## src/hw/rtl/lbp_pkg.sv

```systemverilog
// Shared constants and types for the 3x3 local binary pattern stream core.
package lbp_pkg;

  localparam int IMAGE_SIZE = 128;
  localparam int CNT_W      = $clog2(IMAGE_SIZE);
  localparam int PIX_W      = 8;
  localparam int COORD_W    = 7;
  localparam int CODE_W     = 8;

  // gray = floor(sum / 3) as (sum * 683) >> 11, exact for sums up to 765
  localparam int SUM_W      = PIX_W + 2;
  localparam int DIV3_MUL   = 683;
  localparam int DIV3_SHIFT = 11;
  localparam int PROD_W     = 20;

  typedef logic [PIX_W-1:0]   gray_t;
  typedef logic [CNT_W-1:0]   cnt_t;
  typedef logic [COORD_W-1:0] coord_t;
  typedef logic [CODE_W-1:0]  code_t;

  // one new window column: two stored rows above plus the incoming pixel
  typedef struct packed {
    gray_t top;
    gray_t mid;
    gray_t cur;
  } column_t;

endpackage

```

## src/hw/rtl/lbp_gray.sv

```systemverilog
// RGB to gray conversion: truncated mean of the three channels.
module lbp_gray import lbp_pkg::*; (
  input  logic [PIX_W-1:0] blue,
  input  logic [PIX_W-1:0] green,
  input  logic [PIX_W-1:0] red,
  output gray_t            gray
);

  logic [SUM_W-1:0]  sum;
  logic [PROD_W-1:0] prod;

  assign sum  = SUM_W'(blue) + SUM_W'(green) + SUM_W'(red);
  assign prod = PROD_W'(sum) * PROD_W'(DIV3_MUL);
  assign gray = prod[DIV3_SHIFT +: PIX_W];

endmodule

```

## src/hw/rtl/lbp_line_store.sv

```systemverilog
// Two-row line store: each word holds the gray values of the two previous rows.
module lbp_line_store import lbp_pkg::*; (
  input  logic               clk,
  input  logic               rd_en,
  input  cnt_t               rd_addr,
  output logic [2*PIX_W-1:0] rd_data,
  input  logic               wr_en,
  input  cnt_t               wr_addr,
  input  logic [2*PIX_W-1:0] wr_data
);

  logic [2*PIX_W-1:0] mem [IMAGE_SIZE];

  always_ff @(posedge clk) begin
    if (rd_en) begin
      rd_data <= mem[rd_addr];
    end
    if (wr_en) begin
      mem[wr_addr] <= wr_data;
    end
  end

endmodule

```

## src/hw/rtl/lbp_window.sv

```systemverilog
// 3x3 gray window and the 8-neighbour comparison that forms the code.
module lbp_window import lbp_pkg::*; (
  input  logic    clk,
  input  logic    rst,
  input  logic    shift_en,
  input  column_t col_in,
  output code_t   code
);

  // only the two newest columns are kept; the oldest falls out on a shift
  gray_t win1 [3];
  gray_t win2 [3];
  gray_t c0 [3];
  gray_t c1 [3];
  gray_t c2 [3];
  gray_t centre;

  always_ff @(posedge clk) begin
    if (rst) begin
      win1 <= '{default: '0};
      win2 <= '{default: '0};
    end else if (shift_en) begin
      win1 <= win2;
      win2 <= '{col_in.top, col_in.mid, col_in.cur};
    end
  end

  // window as it stands after this shift
  always_comb begin
    c0 = win1;
    c1 = win2;
    c2 = '{col_in.top, col_in.mid, col_in.cur};
    centre = c1[1];
  end

  // bit 0 above, then clockwise to bit 7 at top-left
  always_comb begin
    code[0] = centre < c1[0];
    code[1] = centre < c2[0];
    code[2] = centre < c2[1];
    code[3] = centre < c2[2];
    code[4] = centre < c1[2];
    code[5] = centre < c0[2];
    code[6] = centre < c0[1];
    code[7] = centre < c0[0];
  end

endmodule

```

## src/hw/rtl/lbp_code_3x3_stream_core.sv

```systemverilog
// Top level of the 3x3 local binary pattern stream core.
// Takes one RGB pixel per clock when not stalled, in raster order over a
// square IMAGE_SIZE image, and returns one code per interior pixel once the
// pixel that completes its window has passed an input register that also
// holds the line store read, then the result register. Sustained rate is one
// pixel per clock while out_stall is low: the line store has one read and
// one write port, read when a pixel is taken and written as it leaves the
// input register. Border pixels give no result. frame_start restarts row and
// column at zero; without it the counters wrap after the last pixel of an image.
module lbp_code_3x3_stream_core import lbp_pkg::*; (
  input  logic               clk,
  input  logic               rst,
  input  logic               in_valid,
  output logic               in_stall,
  input  logic [PIX_W-1:0]   blue,
  input  logic [PIX_W-1:0]   green,
  input  logic [PIX_W-1:0]   red,
  input  logic               frame_start,
  output logic               out_valid,
  input  logic               out_stall,
  output code_t              code,
  output coord_t             row,
  output coord_t             col,
  output logic               last
);

  localparam cnt_t LAST_IDX = CNT_W'(IMAGE_SIZE - 1);

  logic               in_take;
  logic               s1_adv;
  cnt_t               row_count, row_count_next;
  cnt_t               col_count, col_count_next;
  cnt_t               row_cur, col_cur;
  gray_t              gray_in;
  logic               s1_valid;
  gray_t              s1_gray;
  cnt_t               s1_row, s1_col;
  logic [2*PIX_W-1:0] rd_data;
  column_t            new_col;
  code_t              win_code;
  logic               emit;

  assign s1_adv   = s1_valid && (!out_valid || !out_stall);
  assign in_stall = s1_valid && !s1_adv;
  assign in_take  = in_valid && !in_stall;

  assign row_cur = frame_start ? '0 : row_count;
  assign col_cur = frame_start ? '0 : col_count;

  always_comb begin
    if (col_cur == LAST_IDX) begin
      col_count_next = '0;
      row_count_next = (row_cur == LAST_IDX) ? '0 : row_cur + 1'b1;
    end else begin
      col_count_next = col_cur + 1'b1;
      row_count_next = row_cur;
    end
  end

  always_ff @(posedge clk) begin
    if (rst) begin
      row_count <= '0;
      col_count <= '0;
    end else if (in_take) begin
      row_count <= row_count_next;
      col_count <= col_count_next;
    end
  end

  lbp_gray u_gray (
    .blue  (blue),
    .green (green),
    .red   (red),
    .gray  (gray_in)
  );

  // input register; line store read data lines up with it
  always_ff @(posedge clk) begin
    if (rst) begin
      s1_valid <= 1'b0;
    end else if (in_take) begin
      s1_valid <= 1'b1;
    end else if (s1_adv) begin
      s1_valid <= 1'b0;
    end
  end

  always_ff @(posedge clk) begin
    if (in_take) begin
      s1_gray <= gray_in;
      s1_row  <= row_cur;
      s1_col  <= col_cur;
    end
  end

  lbp_line_store u_lines (
    .clk     (clk),
    .rd_en   (in_take),
    .rd_addr (col_cur),
    .rd_data (rd_data),
    .wr_en   (s1_adv),
    .wr_addr (s1_col),
    .wr_data ({rd_data[PIX_W-1:0], s1_gray})
  );

  assign new_col.top = rd_data[2*PIX_W-1:PIX_W];
  assign new_col.mid = rd_data[PIX_W-1:0];
  assign new_col.cur = s1_gray;

  lbp_window u_window (
    .clk      (clk),
    .rst      (rst),
    .shift_en (s1_adv),
    .col_in   (new_col),
    .code     (win_code)
  );

  assign emit = (s1_row >= CNT_W'(2)) && (s1_col >= CNT_W'(2));

  // result register
  always_ff @(posedge clk) begin
    if (rst) begin
      out_valid <= 1'b0;
    end else if (s1_adv) begin
      out_valid <= emit;
    end else if (!out_stall) begin
      out_valid <= 1'b0;
    end
  end

  always_ff @(posedge clk) begin
    if (s1_adv) begin
      code <= win_code;
      row  <= COORD_W'(s1_row - 1'b1);
      col  <= COORD_W'(s1_col - 1'b1);
      last <= (s1_row == LAST_IDX) && (s1_col == LAST_IDX);
    end
  end

  a_stall_only_when_full: assert property (@(posedge clk) disable iff (rst)
    in_stall |-> s1_valid && out_valid && out_stall)
    else $error("input stalled without a blocked result");

  a_frame_start_origin: assert property (@(posedge clk) disable iff (rst)
    in_valid && !in_stall && frame_start |=> s1_row == '0 && s1_col == '0)
    else $error("frame start did not restart row and column");

  a_count_advance: assert property (@(posedge clk) disable iff (rst)
    in_valid && !in_stall && !frame_start && col_count != LAST_IDX
    |=> col_count == $past(col_count) + 1'b1 && row_count == $past(row_count))
    else $error("column counter did not step by one");

endmodule

```

## config.mk

```make
export PLATFORM = sky130hd
export DESIGN_NAME = lbp_code_3x3_stream_core
export DESIGN_NICKNAME = d
export VERILOG_FILES = /design/src/hw/rtl/lbp_pkg.sv /design/src/hw/rtl/lbp_gray.sv /design/src/hw/rtl/lbp_line_store.sv /design/src/hw/rtl/lbp_window.sv /design/src/hw/rtl/lbp_code_3x3_stream_core.sv
export SDC_FILE = /design/constraint.sdc
export NUM_CORES = 2
export LEC_CHECK = 0
export CORE_MARGIN = 10
export CORE_UTILIZATION = 50
export CTS_CLUSTER_DIAMETER = 80
export DETAILED_ROUTE_END_ITERATION = 7
export DONT_BUFFER_PORTS = 1
export PLACE_DENSITY = 0.64
export SYNTH_ARGS = -nofsm -noshare
export SYNTH_HDL_FRONTEND = slang
export SYNTH_SLANG_ARGS = --single-unit
```

## constraint.sdc

```tcl
create_clock -name clk -period 17.7 [get_ports clk]
set_clock_uncertainty 0.05 [all_clocks]
set_input_delay 3.54 -clock clk [delete_from_list [all_inputs] [get_ports clk]]
set_output_delay 3.54 -clock clk [all_outputs]
set_load 0.02 [all_outputs]
```

---- After elaboration in Yosys (flattened, before gate mapping) ----
Memory sizes are Yosys's and may differ from the RTL's. A register that Yosys moved wholly into a read port is not among the register bits.
Cells that the tools add are included.
Widths: inputs -> output; s select.
cells by class
  magnitude comparators ................... 10
  reductions and logical operators ........ 11
  equality and inequality tests ........... 5
  multiply operators ...................... 1
  muxes and demuxes ....................... 11
  add/subtract/negate cells ............... 6
operator list
  kind                    count
  $lt 8x8->1              8
  $mux 7                  5
  $eq 7x7->1 const B      4
  $mul 10x10->19 const B  1
  $add 7x1->7 const B     2
  $ge 7x2->1 const B      2
  $sub 7x1->7 const B     2
  $add 10x8->10           1
  $add 8x8->9             1
  $mux 1                  6
  $logic_and 1x1->1       5
  $logic_not 1->1         4
  $ne 2x1->1 const B      1
  $reduce_bool 2->1       1
  $logic_or 1x1->1        1
storage, ports and cells
  register bits after elaboration ......... 109
  memories ................................ 1
  bits in writable memories ............... 2048
  input port bits ......................... 29
  output and inout port bits .............. 25
memories
  memory       depth  width  read ports  clocked after Yosys merged registers in  write ports  RTL line              RTL
  u_lines.mem  128    16     1           1                                        1            lbp_line_store.sv:12  logic [2*PIX_W-1:0] mem [IMAGE_SIZE];

---- Longest topological paths before layout ----
  word-level depth ........................ 8
  mapped depth ............................ 27

---- Modules after synthesis ----
Synthesis repeated with hierarchy kept, for this count alone.
second synthesis, totals
  cells, all modules ...................... 3857
  area, all modules ....................... 86534.2 µm²
modules (own cells, without submodules)
  module                    instances  cells each  area each (µm²)
  lbp_line_store            1          3086        78683.0
  lbp_window                1          342         3094.2
  lbp_code_3x3_stream_core  1          214         2637.5
  lbp_gray                  1          215         2119.5

---- Least setup slack after synthesis ----
OpenSTA, ideal clock, no wires.
  kind .................................... input to register
  start point ............................. input blue[0]
  end point ............................... register s1_gray[7], data pin
  library setup time ...................... 0.260 ns
  data arrival time ....................... 9.139 ns
  required time ........................... 17.390 ns
  stages on the path ...................... 23
  path slack .............................. 8.251 ns
  path through ............................ ha_1 inv_1 fa_1 fa_1 nor2b_1 o21ai_0 a21boi_0 o21ai_0 nor2b_1 xnor2_1 xnor2_1 ha_1 fa_1 fa_1 fa_1 ha_1 a21o_1 a21oi_1 nand3_1 o211ai_1 o21ai_0 a31oi_1 xnor2_1
on the way
  longest elaborated chain between the ends .. 3
ends and longest elaborated chain
  what                    RTL line                        RTL
  start: declaration      lbp_code_3x3_stream_core.sv:15  input logic [PIX_W-1:0] blue,
  $add 8x8->9             lbp_gray.sv:12                  assign sum = SUM_W'(blue) + SUM_W'(green) + SUM_W'(red);
  $add 10x8->10           lbp_gray.sv:12
  $mul 10x10->19          lbp_gray.sv:13                  assign prod = PROD_W'(sum) * PROD_W'(DIV3_MUL);
  net gray_in[7]          lbp_code_3x3_stream_core.sv:34  gray_t gray_in;
  end signal: assignment  lbp_code_3x3_stream_core.sv:90  s1_gray <= gray_in;
  end: declaration        lbp_code_3x3_stream_core.sv:36  gray_t s1_gray;
The timed path passes the listed nets, and every way through them passes these cells.
A chain may end at the register's enable or synchronous reset.

---- Final worst setup path ----
Same ends and word-level chain as after synthesis.

==> summary.md <==
| Metric | Value |
|---|---|
| # Post-CTS Setup Buffers | 0 |
| CP Class | primary input to flop |
| Clock buffer depth | 3 |
| Fraction of registers with async set/reset | 0 |
| # DRC | 0 |
| Reg clk slew, reported paths | 60 ps |
| Synth warn | 0 |
| CP max stage delay | 520 ps |
| Final Max Slew Viols | 0 |
| Min Tclk post-route | 9310 ps |
| M2 GR Usage | 0.352 |
| Startpoint Class | primary input |
| GR Util All Layers | 0.225 |
| Share of layout cells above drive strength 1 | 0.153 |
| CTS root buffer | clkbuf_16 |
| DR iter-0 viols | 5775 |
| Crit-path slowest cell | fa_1 |
| Worst vdd ir | 0.153 mV |
| EDFF count, synth | 2109 |
| Num ports | 54 |
| RSZ-0062 raised after global routing | no |
| Status | completed |
| TritonCTS clock tree | yes |
| H-tree depth | 4 |
| Avg Cell Area, Syn | between 15 and 20 µm² |
| Design Power | approximately 13 mW |
| Final Cell Area | 98000 µm² |
| Largest net degree at the start of global routing | about 170 |
| Ys flop type | edfxtp_1 |
| Worst Path Max Fanout | 4 |
| Fin crit share | 0.526 |
| Total global routing overflow | 0 |
| Pwr dens | 129 nW/µm² |
| Pleak | 31.4 nW |
| Most used cell, CP | ha_1 |
| Hold Violations, Final | 0 |
| Final setup violation count | 0 |
| Worst EP arrival | 9830 ps |
| Max Fclk | 107 MHz |
| CTS resizes | 0 |
| Hold WS | 401 ps |
| Vias in the first global route | between 40000 and 50000 |
| Post-route ant nets | 0 |
| Layout Utilization | 0.557 |
| Clk_lat worst skew | 850 ps |
| Slew margin rel. | 0.190 |
| Final wirelength | 223 mm |
| Starting density of the core | 0.502 |
| Setup TNS | 0 ps |
| Die X | 440 µm |
| Initial antenna violation count | 14 |
| RD Place Congestion | about 0.85 |
| Syn_nets | 5365 |
| Placed Area | just over 90000 µm² |
| Most congested layer reported by global routing | met2 |
| CTS sink cnt | 2173 |
| GR Util met3 | 0.0392 |
| Mapped Cells | 5178 |
| Worst Setup End Kind | flop |
| Total Die Area | 194000 µm² |
| DR vias | 48200 |
| Syn Std Cell Area | between 80000 and 90000 µm² |
| Drt first pass iters | 6 |
| Port Buffers | 0 |
| Routed length per instance | 28.7 µm |
| DR vias/cell | 6.19 |
| # nets final | roughly 5500 |
| Seq cells post-synth | approximately 2200 |
| Max-cap violation count | 0 |
| Tightest Pin Transition | 1220 ps |
| Met1 usage | 0.323 |
| Height of the die | ~440 µm |
| Hold_buf cts | 0 |
| First-pass GRT wire length | ~320 mm |
| HP Class | flop to flop |
| Post-synth cell types | 58 |
| Req. time, crit path | 18210 ps |
| DPL Wire Length | 127 mm |
| Post-synthesis sequential area ratio | 0.731 |
| Total CTS buffers | 210 |
| Rows | 154 |
| Area growth from synthesis to layout | 10.9% |
| Core Area | ~180000 µm² |
layout make-up:
type | instances | area (µm²)
diodes | 2 | 5.00
clock buffers | 277 | 5590
clock inverters | 111 | 916
fillers | 13500 | 78000
inverters | 104 | 399
multi-input cells | 2572 | 21900
flip-flops and latches | 2173 | 64600
well taps | 2340 | 2930
repair buffers | 202 | 1570
routing by layer:
layer  up-vias  share of wire
li1      20900              -
met1     25000           0.42
met2      1947           0.47
met3       319          0.077
met4         0          0.032
met5         -              0
worst max-delay path: cells and delay by family:
kind                       cells  cell delay [ps]
xor gates and xnor gates       2              440
adders and majority gates      9             3260
and+or+nand+nor                1              130
buffers and inverters          4              220
AOI/OAI and AO/OA             11             2230
Yosys cell counts (21+ instances only):
cell	instances	area, µm²
a211oi_1	51	383
a21o_1	70	526
a21oi_1	250	1250
a221oi_1	128	1120
a22oi_1	50	375
buf_1	32	120
buf_2	93	465
buf_4	25	188
clkbuf_1	167	627
dfxtp_1	64	1280
edfxtp_1	2109	63300
ha_1	138	1730
inv_1	100	375
mux2_2	80	901
mux2i_1	304	3040
mux4_2	224	5040
nand2_1	275	1030
nand2b_1	34	213
nand3_1	51	255
nor2_1	160	601
nor2b_1	70	438
nor3_1	54	270
o211ai_1	82	616
o21a_1	26	195
o21ai_0	118	591
o221ai_1	32	280
o22ai_1	160	1000
or3_1	21	131
xnor2_1	27	236
stage by stage:
stage               cells  worst slack [ps]
finish               7781              8390
global route         7779              7880
detailed placement   7391              7530
global placement     7391              7470
floorplan            5178              8250
CTS                  7779              8390
kinds of logic (layout without fill, tap and decap cells):
group | count (synthesis) | in the layout | synth area share
DFF | 2173 | 2173 | 0.731
AOI/OAI and AO/OA | 1027 | 1027 | 0.0780
and+or+nand+nor | 735 | 735 | 0.0389
muxes | 608 | 608 | 0.102
buffers and inverters | 433 | 694 | 0.0218
adders and majority gates | 158 | 158 | 0.0241
xor gates and xnor gates | 44 | 44 | 0.00436
other | 0 | 2 | 0
layout by cell type, fill, tap and decap left out, types with 49 or more instances in the layout:
master,n
o21ai_0,118
nand2_1,271
nor3_1,54
a211oi_1,51
mux4_2,224
a221oi_1,128
a21o_1,70
edfxtp_1,2109
mux2i_1,304
o22ai_1,160
mux2_2,80
clkbuf_16,214
nor2b_1,69
o211ai_1,82
clkbuf_1,63
buf_4,198
a22oi_1,50
nor2_1,142
clkinv_1,55
a21oi_1,250
ha_1,138
inv_1,98
dfxtp_1,61
nand3_1,49
state kept, by name, indices dropped and copies added, names as in the netlist, 7 cells and up:
name,count
u_window.c1,16
u_lines.rd_data,16
u_lines.mem,2048
s1_gray,8
col,7
s1_col,7
u_window.c0,24
row,7
code,8
s1_row,7
col_count,7
row_count,7
u_window.centre,8
where the power goes:
part           leakage, nW  internal, mW  switching (mW)
logic                 8.79         0.780            1.42
registers             19.5          6.12          0.0503
clock network         3.16          2.40            1.88
worst paths after layout:
check                        from                 end  slack [ps]  cells past startpoint
setup / recovery          blue[0]          s1_gray[7]        8390                     27
hold / removal    u_window.c0[15]     u_window.c0[15]         400                      2
setup reg to reg     col_count[1]  u_lines.rd_data[3]       12090                      9
hold reg to reg   u_window.c0[15]     u_window.c0[15]         400                      2
(Power assumes the default switching activity.)
